**src/design/ases_pkg.sv**
```systemverilog
// shared constants, codes and types of the accumulator and stack execute unit
package ases_pkg;

	localparam int DATA_W      = 32;
	localparam int STACK_DEPTH = 64;
	localparam int ADDR_W      = $clog2(STACK_DEPTH);
	localparam int CNT_W       = $clog2(STACK_DEPTH + 1);
	localparam int STEP_W      = $clog2(DATA_W);
	localparam int PC_W        = 16;

	localparam logic [3:0] CMD_ADD  = 4'd0;
	localparam logic [3:0] CMD_SUB  = 4'd1;
	localparam logic [3:0] CMD_MUL  = 4'd2;
	localparam logic [3:0] CMD_DIV  = 4'd3;
	localparam logic [3:0] CMD_PUSH = 4'd4;
	localparam logic [3:0] CMD_POP  = 4'd5;
	localparam logic [3:0] CMD_STOR = 4'd6;
	localparam logic [3:0] CMD_LOAD = 4'd7;
	localparam logic [3:0] CMD_JMP  = 4'd8;
	localparam logic [3:0] CMD_JE   = 4'd9;
	localparam logic [3:0] CMD_JNE  = 4'd10;
	localparam logic [3:0] CMD_JL   = 4'd11;
	localparam logic [3:0] CMD_JLE  = 4'd12;
	localparam logic [3:0] CMD_JG   = 4'd13;
	localparam logic [3:0] CMD_JGE  = 4'd14;
	localparam logic [3:0] CMD_CMP  = 4'd15;

	localparam logic [2:0] FAULT_NONE      = 3'd0;
	localparam logic [2:0] FAULT_UNDERFLOW = 3'd1;
	localparam logic [2:0] FAULT_BAD_JUMP  = 3'd2;
	localparam logic [2:0] FAULT_BAD_FORM  = 3'd3;
	localparam logic [2:0] FAULT_OVERFLOW  = 3'd4;
	localparam logic [2:0] FAULT_DIV_ZERO  = 3'd5;

	typedef enum logic [1:0] {
		ALU_ADD = 2'd0,
		ALU_SUB = 2'd1,
		ALU_MUL = 2'd2,
		ALU_DIV = 2'd3
	} alu_op_t;

	typedef struct packed {
		logic    start;
		alu_op_t op;
	} alu_req_t;

	typedef struct packed {
		logic done;
		logic zero;
	} alu_rsp_t;

endpackage

```
**src/design/ases_alu.sv**
```systemverilog
// shared arithmetic unit: add, sub and mul registered, signed divide one bit a cycle
module ases_alu (
	input  logic                        clk,
	input  logic                        arst_n,
	input  ases_pkg::alu_req_t          req,
	input  logic [ases_pkg::DATA_W-1:0] a,
	input  logic [ases_pkg::DATA_W-1:0] b,
	output ases_pkg::alu_rsp_t          rsp,
	output logic [ases_pkg::DATA_W-1:0] result
);

	typedef enum logic {
		A_IDLE,
		A_DIV
	} alu_state_t;

	alu_state_t                        state_q;
	logic [ases_pkg::DATA_W-1:0]       rem_q;
	logic [ases_pkg::DATA_W-1:0]       quo_q;
	logic [ases_pkg::DATA_W-1:0]       div_q;
	logic                              sgn_q;
	logic [ases_pkg::STEP_W-1:0]       step_q;
	logic [ases_pkg::DATA_W:0]         trial;
	logic [ases_pkg::DATA_W-1:0]       rem_nx;
	logic [ases_pkg::DATA_W-1:0]       quo_nx;
	logic [ases_pkg::DATA_W-1:0]       mag_a;
	logic [ases_pkg::DATA_W-1:0]       mag_b;

	assign mag_a = a[ases_pkg::DATA_W-1] ? (~a + 1'b1) : a;
	assign mag_b = b[ases_pkg::DATA_W-1] ? (~b + 1'b1) : b;
	assign trial = {rem_q, quo_q[ases_pkg::DATA_W-1]} - {1'b0, div_q};

	always_comb begin
		if (!trial[ases_pkg::DATA_W]) begin
			rem_nx = trial[ases_pkg::DATA_W-1:0];
			quo_nx = {quo_q[ases_pkg::DATA_W-2:0], 1'b1};
		end else begin
			rem_nx = {rem_q[ases_pkg::DATA_W-2:0], quo_q[ases_pkg::DATA_W-1]};
			quo_nx = {quo_q[ases_pkg::DATA_W-2:0], 1'b0};
		end
	end

	always_ff @(posedge clk or negedge arst_n) begin
		if (!arst_n) begin
			state_q  <= A_IDLE;
			rsp.done <= 1'b0;
			rsp.zero <= 1'b0;
		end else begin
			rsp.done <= 1'b0;
			unique case (state_q)
				A_IDLE: begin
					if (req.start) begin
						rsp.zero <= 1'b0;
						case (req.op)
							ases_pkg::ALU_ADD: begin
								result   <= a + b;
								rsp.done <= 1'b1;
							end
							ases_pkg::ALU_SUB: begin
								result   <= a - b;
								rsp.done <= 1'b1;
							end
							ases_pkg::ALU_MUL: begin
								result   <= a * b;
								rsp.done <= 1'b1;
							end
							default: begin
								if (b == '0) begin
									result   <= '0;
									rsp.zero <= 1'b1;
									rsp.done <= 1'b1;
								end else begin
									rem_q   <= '0;
									quo_q   <= mag_a;
									div_q   <= mag_b;
									sgn_q   <= a[ases_pkg::DATA_W-1] ^ b[ases_pkg::DATA_W-1];
									step_q  <= '0;
									state_q <= A_DIV;
								end
							end
						endcase
					end
				end
				A_DIV: begin
					rem_q  <= rem_nx;
					quo_q  <= quo_nx;
					step_q <= step_q + 1'b1;
					if (step_q == ases_pkg::STEP_W'(ases_pkg::DATA_W - 1)) begin
						result   <= sgn_q ? (~quo_nx + 1'b1) : quo_nx;
						rsp.done <= 1'b1;
						state_q  <= A_IDLE;
					end
				end
				default: state_q <= A_IDLE;
			endcase
		end
	end

endmodule

```
**src/design/ases_stack.sv**
```systemverilog
// stack storage: one write port, one read port with registered data
module ases_stack (
	input  logic                        clk,
	input  logic                        wr_en,
	input  logic [ases_pkg::ADDR_W-1:0] wr_addr,
	input  logic [ases_pkg::DATA_W-1:0] wr_data,
	input  logic [ases_pkg::ADDR_W-1:0] rd_addr,
	output logic [ases_pkg::DATA_W-1:0] rd_data
);

	logic [ases_pkg::DATA_W-1:0] mem_q [ases_pkg::STACK_DEPTH];

	always_ff @(posedge clk) begin
		if (wr_en) begin
			mem_q[wr_addr] <= wr_data;
		end
	end

	always_ff @(posedge clk) begin
		rd_data <= mem_q[rd_addr];
	end

endmodule

```
**src/design/accumulator_stack_execute_unit.sv**
```systemverilog
// top level: instruction sequencer around the shared arithmetic unit and the stack
//
// channel  direction  handshake              word
// op       in         op_valid / op_stall    cmd, form, operand values, label, is_compare
// res      out        res_valid / res_stall  dest, accumulator, jump, flags, fault
// cfg      in         cfg_valid / cfg_ready  program_length
//
// one word at a time; add, sub, mul, div and compares wait on the arithmetic unit, and div
// takes longest, set by the one-bit-a-cycle divider.
// stack operands come out of the stack memory one read per cycle.
// reset clears accumulator, flags, stack count and program_length; no clearing pass.
// a stalled result holds the sequencer in its last step; cfg_ready is always high.
module accumulator_stack_execute_unit (
	input  logic                                   clk,
	input  logic                                   arst_n,
	input  logic                                   op_valid,
	output logic                                   op_stall,
	input  logic [3:0]                             cmd,
	input  logic [1:0]                             form,
	input  logic signed [ases_pkg::DATA_W-1:0]     first_value,
	input  logic signed [ases_pkg::DATA_W-1:0]     second_value,
	input  logic signed [ases_pkg::DATA_W-1:0]     third_value,
	input  logic                                   label_found,
	input  logic [ases_pkg::PC_W-1:0]              label_target,
	input  logic                                   is_compare,
	output logic                                   res_valid,
	input  logic                                   res_stall,
	output logic                                   dest_write,
	output logic signed [ases_pkg::DATA_W-1:0]     dest_value,
	output logic signed [ases_pkg::DATA_W-1:0]     accumulator,
	output logic                                   jump_taken,
	output logic [ases_pkg::PC_W-1:0]              jump_target,
	output logic                                   eq_flag,
	output logic                                   neg_flag,
	output logic [2:0]                             fault,
	input  logic                                   cfg_valid,
	output logic                                   cfg_ready,
	input  logic [ases_pkg::PC_W-1:0]              cfg_data
);

	typedef enum logic [2:0] {
		S_IDLE,
		S_DEC,
		S_RDB,
		S_RDA,
		S_POP,
		S_GO,
		S_WAIT,
		S_OUT
	} seq_state_t;

	seq_state_t                    state_q;
	logic [3:0]                    cmd_q;
	logic [1:0]                    form_q;
	logic [ases_pkg::DATA_W-1:0]   v1_q, v2_q, v3_q;
	logic                          found_q;
	logic [ases_pkg::PC_W-1:0]     target_q;
	logic                          cmp_q;
	logic [ases_pkg::DATA_W-1:0]   acc_q;
	logic [ases_pkg::CNT_W-1:0]    count_q;
	logic                          eq_q, neg_q;
	logic [ases_pkg::PC_W-1:0]     plen_q;
	logic                          dw_q, jt_q;
	logic [ases_pkg::DATA_W-1:0]   dv_q;
	logic [ases_pkg::PC_W-1:0]     jtg_q;
	logic [2:0]                    fault_q;
	logic [ases_pkg::DATA_W-1:0]   opa_q, opb_q;
	ases_pkg::alu_op_t             aop_q;
	ases_pkg::alu_req_t            alu_req;
	ases_pkg::alu_rsp_t            alu_rsp;
	logic [ases_pkg::DATA_W-1:0]   alu_res;
	logic                          wr_en;
	logic [ases_pkg::ADDR_W-1:0]   wr_addr;
	logic [ases_pkg::DATA_W-1:0]   wr_data;
	logic [ases_pkg::ADDR_W-1:0]   rd_addr;
	logic [ases_pkg::DATA_W-1:0]   rd_data;
	logic [ases_pkg::CNT_W-1:0]    cnt_m1, cnt_m2;
	logic                          cond;
	logic                          is_cmp;

	assign cfg_ready = 1'b1;
	assign op_stall  = (state_q != S_IDLE);
	assign cnt_m1    = count_q - 1'b1;
	assign cnt_m2    = count_q - 2'd2;
	assign is_cmp    = cmp_q || (cmd_q == ases_pkg::CMD_CMP);
	assign rd_addr   = (state_q == S_RDB) ? cnt_m2[ases_pkg::ADDR_W-1:0]
		: cnt_m1[ases_pkg::ADDR_W-1:0];

	assign alu_req.start = (state_q == S_GO);
	assign alu_req.op    = aop_q;

	always_comb begin
		wr_en   = 1'b0;
		wr_addr = count_q[ases_pkg::ADDR_W-1:0];
		wr_data = (form_q == 2'd0) ? acc_q : v1_q;
		if (state_q == S_DEC && !is_cmp && cmd_q == ases_pkg::CMD_PUSH && form_q <= 2'd1
			&& count_q < ases_pkg::CNT_W'(ases_pkg::STACK_DEPTH)) begin
			wr_en = 1'b1;
		end else if (state_q == S_WAIT && alu_rsp.done && !alu_rsp.zero && !is_cmp
			&& form_q == 2'd0) begin
			wr_en   = 1'b1;
			wr_addr = cnt_m2[ases_pkg::ADDR_W-1:0];
			wr_data = alu_res;
		end
	end

	always_comb begin
		case (cmd_q)
			ases_pkg::CMD_JMP: cond = 1'b1;
			ases_pkg::CMD_JE:  cond = eq_q;
			ases_pkg::CMD_JNE: cond = !eq_q;
			ases_pkg::CMD_JL:  cond = !eq_q && neg_q;
			ases_pkg::CMD_JLE: cond = eq_q || neg_q;
			ases_pkg::CMD_JG:  cond = !eq_q && !neg_q;
			default:           cond = eq_q || !neg_q;
		endcase
	end

	always_ff @(posedge clk or negedge arst_n) begin
		if (!arst_n) begin
			state_q   <= S_IDLE;
			acc_q     <= '0;
			count_q   <= '0;
			eq_q      <= 1'b0;
			neg_q     <= 1'b0;
			plen_q    <= '0;
			res_valid <= 1'b0;
		end else begin
			if (cfg_valid) begin
				plen_q <= cfg_data;
			end
			if (res_valid && !res_stall && state_q != S_OUT) begin
				res_valid <= 1'b0;
			end
			unique case (state_q)
				S_IDLE: begin
					if (op_valid) begin
						cmd_q    <= cmd;
						form_q   <= form;
						v1_q     <= first_value;
						v2_q     <= second_value;
						v3_q     <= third_value;
						found_q  <= label_found;
						target_q <= label_target;
						cmp_q    <= is_compare;
						state_q  <= S_DEC;
					end
				end
				S_DEC: begin
					dw_q    <= 1'b0;
					dv_q    <= '0;
					jt_q    <= 1'b0;
					jtg_q   <= '0;
					fault_q <= ases_pkg::FAULT_NONE;
					state_q <= S_OUT;
					if (is_cmp) begin
						aop_q <= ases_pkg::ALU_SUB;
						opa_q <= (form_q == 2'd1) ? acc_q : v1_q;
						opb_q <= (form_q == 2'd1) ? v1_q : v2_q;
						if (form_q == 2'd1 || form_q == 2'd2) begin
							state_q <= S_GO;
						end else begin
							fault_q <= ases_pkg::FAULT_BAD_FORM;
						end
					end else begin
						case (cmd_q)
							ases_pkg::CMD_ADD, ases_pkg::CMD_SUB,
							ases_pkg::CMD_MUL, ases_pkg::CMD_DIV: begin
								aop_q <= ases_pkg::alu_op_t'(cmd_q[1:0]);
								case (form_q)
									2'd0: begin
										if (count_q < ases_pkg::CNT_W'(2)) begin
											fault_q <= ases_pkg::FAULT_UNDERFLOW;
										end else begin
											state_q <= S_RDB;
										end
									end
									2'd1: begin
										opa_q   <= acc_q;
										opb_q   <= v1_q;
										state_q <= S_GO;
									end
									2'd2: begin
										opa_q   <= v1_q;
										opb_q   <= v2_q;
										state_q <= S_GO;
									end
									default: begin
										opa_q   <= v2_q;
										opb_q   <= v3_q;
										state_q <= S_GO;
									end
								endcase
							end
							ases_pkg::CMD_PUSH: begin
								if (form_q > 2'd1) begin
									fault_q <= ases_pkg::FAULT_BAD_FORM;
								end else if (count_q >=
									ases_pkg::CNT_W'(ases_pkg::STACK_DEPTH)) begin
									fault_q <= ases_pkg::FAULT_OVERFLOW;
								end else begin
									count_q <= count_q + 1'b1;
								end
							end
							ases_pkg::CMD_POP: begin
								if (form_q != 2'd0) begin
									fault_q <= ases_pkg::FAULT_BAD_FORM;
								end else if (count_q == '0) begin
									fault_q <= ases_pkg::FAULT_UNDERFLOW;
								end else begin
									state_q <= S_POP;
								end
							end
							ases_pkg::CMD_STOR, ases_pkg::CMD_LOAD: begin
								if (form_q == 2'd1) begin
									if (cmd_q == ases_pkg::CMD_STOR) begin
										dw_q <= 1'b1;
										dv_q <= acc_q;
									end else begin
										acc_q <= v1_q;
									end
								end else if (form_q == 2'd2) begin
									dw_q <= 1'b1;
									dv_q <= v2_q;
								end else begin
									fault_q <= ases_pkg::FAULT_BAD_FORM;
								end
							end
							default: begin
								if (form_q != 2'd1) begin
									fault_q <= ases_pkg::FAULT_BAD_FORM;
								end else if (cond) begin
									if (!found_q || target_q >= plen_q) begin
										fault_q <= ases_pkg::FAULT_BAD_JUMP;
									end else begin
										jt_q  <= 1'b1;
										jtg_q <= target_q;
									end
								end
							end
						endcase
					end
				end
				S_RDB: begin
					opb_q   <= rd_data;
					state_q <= S_RDA;
				end
				S_RDA: begin
					opa_q   <= rd_data;
					state_q <= S_GO;
				end
				S_POP: begin
					acc_q   <= rd_data;
					count_q <= cnt_m1;
					state_q <= S_OUT;
				end
				S_GO: begin
					state_q <= S_WAIT;
				end
				S_WAIT: begin
					if (alu_rsp.done) begin
						state_q <= S_OUT;
						if (alu_rsp.zero) begin
							fault_q <= ases_pkg::FAULT_DIV_ZERO;
						end else if (is_cmp) begin
							eq_q  <= (alu_res == '0);
							neg_q <= alu_res[ases_pkg::DATA_W-1];
						end else begin
							case (form_q)
								2'd0: count_q <= cnt_m1;
								2'd1: acc_q   <= alu_res;
								default: begin
									dw_q <= 1'b1;
									dv_q <= alu_res;
								end
							endcase
						end
					end
				end
				S_OUT: begin
					if (!res_valid || !res_stall) begin
						res_valid   <= 1'b1;
						dest_write  <= dw_q;
						dest_value  <= dv_q;
						accumulator <= acc_q;
						jump_taken  <= jt_q;
						jump_target <= jtg_q;
						eq_flag     <= eq_q;
						neg_flag    <= neg_q;
						fault       <= fault_q;
						state_q     <= S_IDLE;
					end
				end
				default: state_q <= S_IDLE;
			endcase
		end
	end

	ases_alu u_alu (
		.clk    (clk),
		.arst_n (arst_n),
		.req    (alu_req),
		.a      (opa_q),
		.b      (opb_q),
		.rsp    (alu_rsp),
		.result (alu_res)
	);

	ases_stack u_stack (
		.clk     (clk),
		.wr_en   (wr_en),
		.wr_addr (wr_addr),
		.wr_data (wr_data),
		.rd_addr (rd_addr),
		.rd_data (rd_data)
	);

endmodule

```
**config.mk**
```make
export PLATFORM = sky130hd
export DESIGN_NAME = accumulator_stack_execute_unit
export DESIGN_NICKNAME = d
export VERILOG_FILES = /design/src/design/ases_pkg.sv /design/src/design/ases_alu.sv /design/src/design/ases_stack.sv /design/src/design/accumulator_stack_execute_unit.sv
export SDC_FILE = /design/constraint.sdc
export NUM_CORES = 2
export LEC_CHECK = 0
export BUFFER_PORTS_ARGS = -buffer_cell sky130_fd_sc_hd__buf_2
export CAP_MARGIN = 20
export CORE_ASPECT_RATIO = 1.4
export CORE_MARGIN = 4
export CORE_UTILIZATION = 61
export DETAILED_ROUTE_END_ITERATION = 6
export PLACE_DENSITY = 0.78
export SETUP_SLACK_MARGIN = 0.02
export SKIP_CTS_REPAIR_TIMING = 1
export SLEW_MARGIN = 10
export SYNTH_ARGS = -nofsm -noshare
export SYNTH_HDL_FRONTEND = slang
export SYNTH_SLANG_ARGS = --single-unit
```
**constraint.sdc**
```tcl
create_clock -name clk -period 15 [get_ports clk]
set_clock_uncertainty 0.05 [all_clocks]
set_input_delay 3 -clock clk [delete_from_list [all_inputs] [get_ports clk]]
set_output_delay 3 -clock clk [all_outputs]
set_load 0.02 [all_outputs]
```
==> results.json <==
{
  "status": "finished with violations",
  "violations": "DRC",
  "critical_path_class": "reg -> reg",
  "yosys.area_share.simple_pct": 6.85,
  "crit_arrival_ns": 8.66,
  "clk_latency_ns": 0.88,
  "slew-limit-headroom_pct": 18.9,
  "ys.flop_type": "edfxtp_1",
  "synth_cell_types": 91,
  "die_x_um": 390,
  "setup_viol": 0,
  "cts_tree": "built",
  "synthTopCellsByArea": "edfxtp_1 (60%), mux4_2 (9.3%), fa_1 (6.6%), nand2_1 (2.2%), ha_1 (2.2%)",
  "drtPass1Iterations": 7,
  "drv_cap": 0,
  "h-tree-depth": 4,
  "syn_area_um2": 125000,
  "nets": 9181,
  "boundaryPins": 231,
  "muxShareOfSynthArea_pct": 10.9,
  "grt_pass1_vias": 78300,
  "ys_seq_area_share_pct": 62.2,
  "die-area_um2": 212000,
  "worst_pin_slew_ns": 1.20,
  "critPathBufInv": 3,
  "drive_gt1_share_pct": 17.6,
  "core_area_um2": 204000,
  "worst_path_largest_cell_delay_ns": 0.91,
  "multiInputGateArea_um2": 44300,
  "start_util_pct": 61.2,
  "grt-ovfl-total": 0,
  "crit_path_start_kind": "register",
  "synth_async_sr_flop_share_pct": 2.46,
  "cts_buffers": 235,
  "synth_edf_count": 2508,
  "hold_class": "reg -> reg",
  "grt_usage_pct": 34.5,
  "grt_max_degree": 117,
  "critPathSlowestCell": "xnor2_1",
  "path_clk_slew_ns": 0.08,
  "syn_to_final_growth_pct": 10.8,
  "tns_ns": 0,
  "final_common_cell": "edfxtp_1",
  "top_register": "u_stack.mem_q",
  "grt_pass1_wl_um": 531000,
  "seqCellArea_um2": 77600,
  "rows": 196,
  "min_period_ns": 8.15,
  "path_cells": "buf_4 > and2_1 > fa_1 > inv_1 > fa_1 > fa_1 > fa_1 > inv_1 > fa_1 > fa_1 > fa_1 > fa_1 > ha_1 > and2_1 > o2111ai_1 > o21bai_1 > a21boi_0 > o21a_1 > o21ai_0 > nand2b_1 > xnor2_1 > o31ai_1",
  "drv_slew": 0,
  "drt_iter0_drc": 9826,
  "fp.dieH_um": 543,
  "synth-seq-cells": 2604,
  "synth-compound-area-share_pct": 6.28,
  "yosys.area_share.xor_xnor_pct": 1.90,
  "path_common_cell": "fa_1",
  "gp_congestion": 1.01,
  "clock-sinks": 2604,
  "syn_nets": 8985,
  "clk_path_buf_depth": 4,
  "fmax_ghz": 0.123,
  "netlist.area_leader.share_pct": 60.4,
  "routed_wirelength_um": 365000,
  "via_per_inst": 6.78,
  "avgRoutedWirePerCell_um": 32.3,
  "ys_warn_count": 0,
  "dpl.hpwl_um": 223000,
  "antenna_found_initial": 16,
  "num-fill-cells": 13300,
  "end_kind": "register",
  "numPortBuffers": 229,
  "drc_errors": 4,
  "hold_violations": 0,
  "yosysTopAreaCell": "edfxtp_1",
  "final_antenna_net_count": 0,
  "required_ns": 15.52,
  "root_buffer": "clkbuf_16",
  "syn_area_per_cell_um2": 15.2,
  "rsz0062_at_grt": "false",
  "rrSetupSlack_ns": 6.85,
  "largest_reg_flops": 2048,
  "crit_fanout": 17,
  "vias": 76500,
  "syn_inst": 8218,
  "cp_top_family": "adder cells",
  "synth_top_family_by_area": "multiplexers",
  "final_cell_mix": "edfxtp_1 (2508), nand2_1 (726), mux4_2 (512)",
  "synthAdderAreaFrac_pct": 8.75,
  "period_share_pct": 54.3
}
## worst paths after layout
| kind | from | end | cells after the start |
|---|---|---|---|
| worst max-delay path | opb_q[4] | u_alu.result[24] | 22 |
| worst min-delay path | dv_q[25] | dest_value[25] | 0 |
| worst max register to register | opb_q[4] | u_alu.result[24] | 22 |
| worst min register to register | dv_q[25] | dest_value[25] | 0 |
| max in group asynchronous | arst_n | u_alu.state_q | 2 |
| min in group asynchronous | arst_n | plen_q[9] | 1 |
## cell families (layout without fill, tap and decap cells)
group | after synthesis | count (layout)
AO/OA/AOI/OAI | 1228 | 1228
XOR/XNOR | 268 | 268
adder cells (fa/ha/maj) | 626 | 626
buffers and inverters | 983 | 1369
flip-flops | 2604 | 2604
multiplexers | 721 | 721
other | 1 | 7
AND/OR/NAND/NOR | 1787 | 1787
## stage by stage
step / worst slack [ns] / util [%] / hold slack (ns) / cells / cell area (um^2)
2_1_floorplan: 6.25 / - / 0.350 / 8218 / 125000
3_3_place_gp: 7.30 / 63.9 / 0.351 / 10800 / 130000
3_5_place_dp: 7.24 / 63.9 / 0.355 / 10800 / 130000
4_1_cts: 7.20 / 67.9 / 0.342 / 11300 / 138000
5_1_grt: 6.58 / 67.9 / 0.360 / 11300 / 138000
6_report: 6.85 / 67.9 / 0.353 / 11300 / 138000
## per-layer routing
| metal | vias up | GRT usage [%] | part of all wire (%) |
|---|---|---|---|
| met5 | - | 0 | 0.015 |
| met4 | 8 | 21.9 | 7.8 |
| met3 | 1286 | 6.41 | 9.5 |
| li1 | 31100 | - | - |
| met2 | 5283 | 57.1 | 49 |
| met1 | 38900 | 42.2 | 33 |
## cell usage after synthesis, types with 11 or more instances
| cell type | instances |
|---|---|
| inv_1 | 472 |
| and3_1 | 14 |
| mux4_2 | 512 |
| ha_1 | 216 |
| o31ai_1 | 49 |
| fa_1 | 410 |
| o21ai_0 | 284 |
| nand2_1 | 728 |
| buf_1 | 29 |
| a211oi_1 | 248 |
| o21a_1 | 30 |
| edfxtp_1 | 2508 |
| nand2b_1 | 32 |
| and2_1 | 314 |
| or3_1 | 30 |
| buf_2 | 80 |
| nor2_1 | 306 |
| nand4_1 | 12 |
| a21o_1 | 39 |
| nor3_1 | 45 |
| nand3_1 | 92 |
| a221oi_1 | 11 |
| mux2i_1 | 203 |
| a31oi_1 | 76 |
| xnor2_1 | 140 |
| nor2b_1 | 151 |
| a21oi_1 | 307 |
| dfrtp_1 | 64 |
| o22ai_1 | 49 |
| clkbuf_1 | 394 |
| a22o_1 | 33 |
| xor2_1 | 127 |
| o41ai_1 | 13 |
| dfxtp_1 | 32 |
| nor4_1 | 18 |
## layout make-up
cell class	instances	area share, %
Multi-Input combinational cell	4631	32.1
Inverter	474	1.29
Tap cell	2673	2.42
Clock buffer	275	4.44
Clock inverter	152	1.43
Antenna cell	6	0.0109
Timing Repair Buffer	468	2.18
Sequential cell	2604	56.1
Power is not shown: default switching activity piles up to over one toggle a cycle in this logic, so the estimate is an artifact.
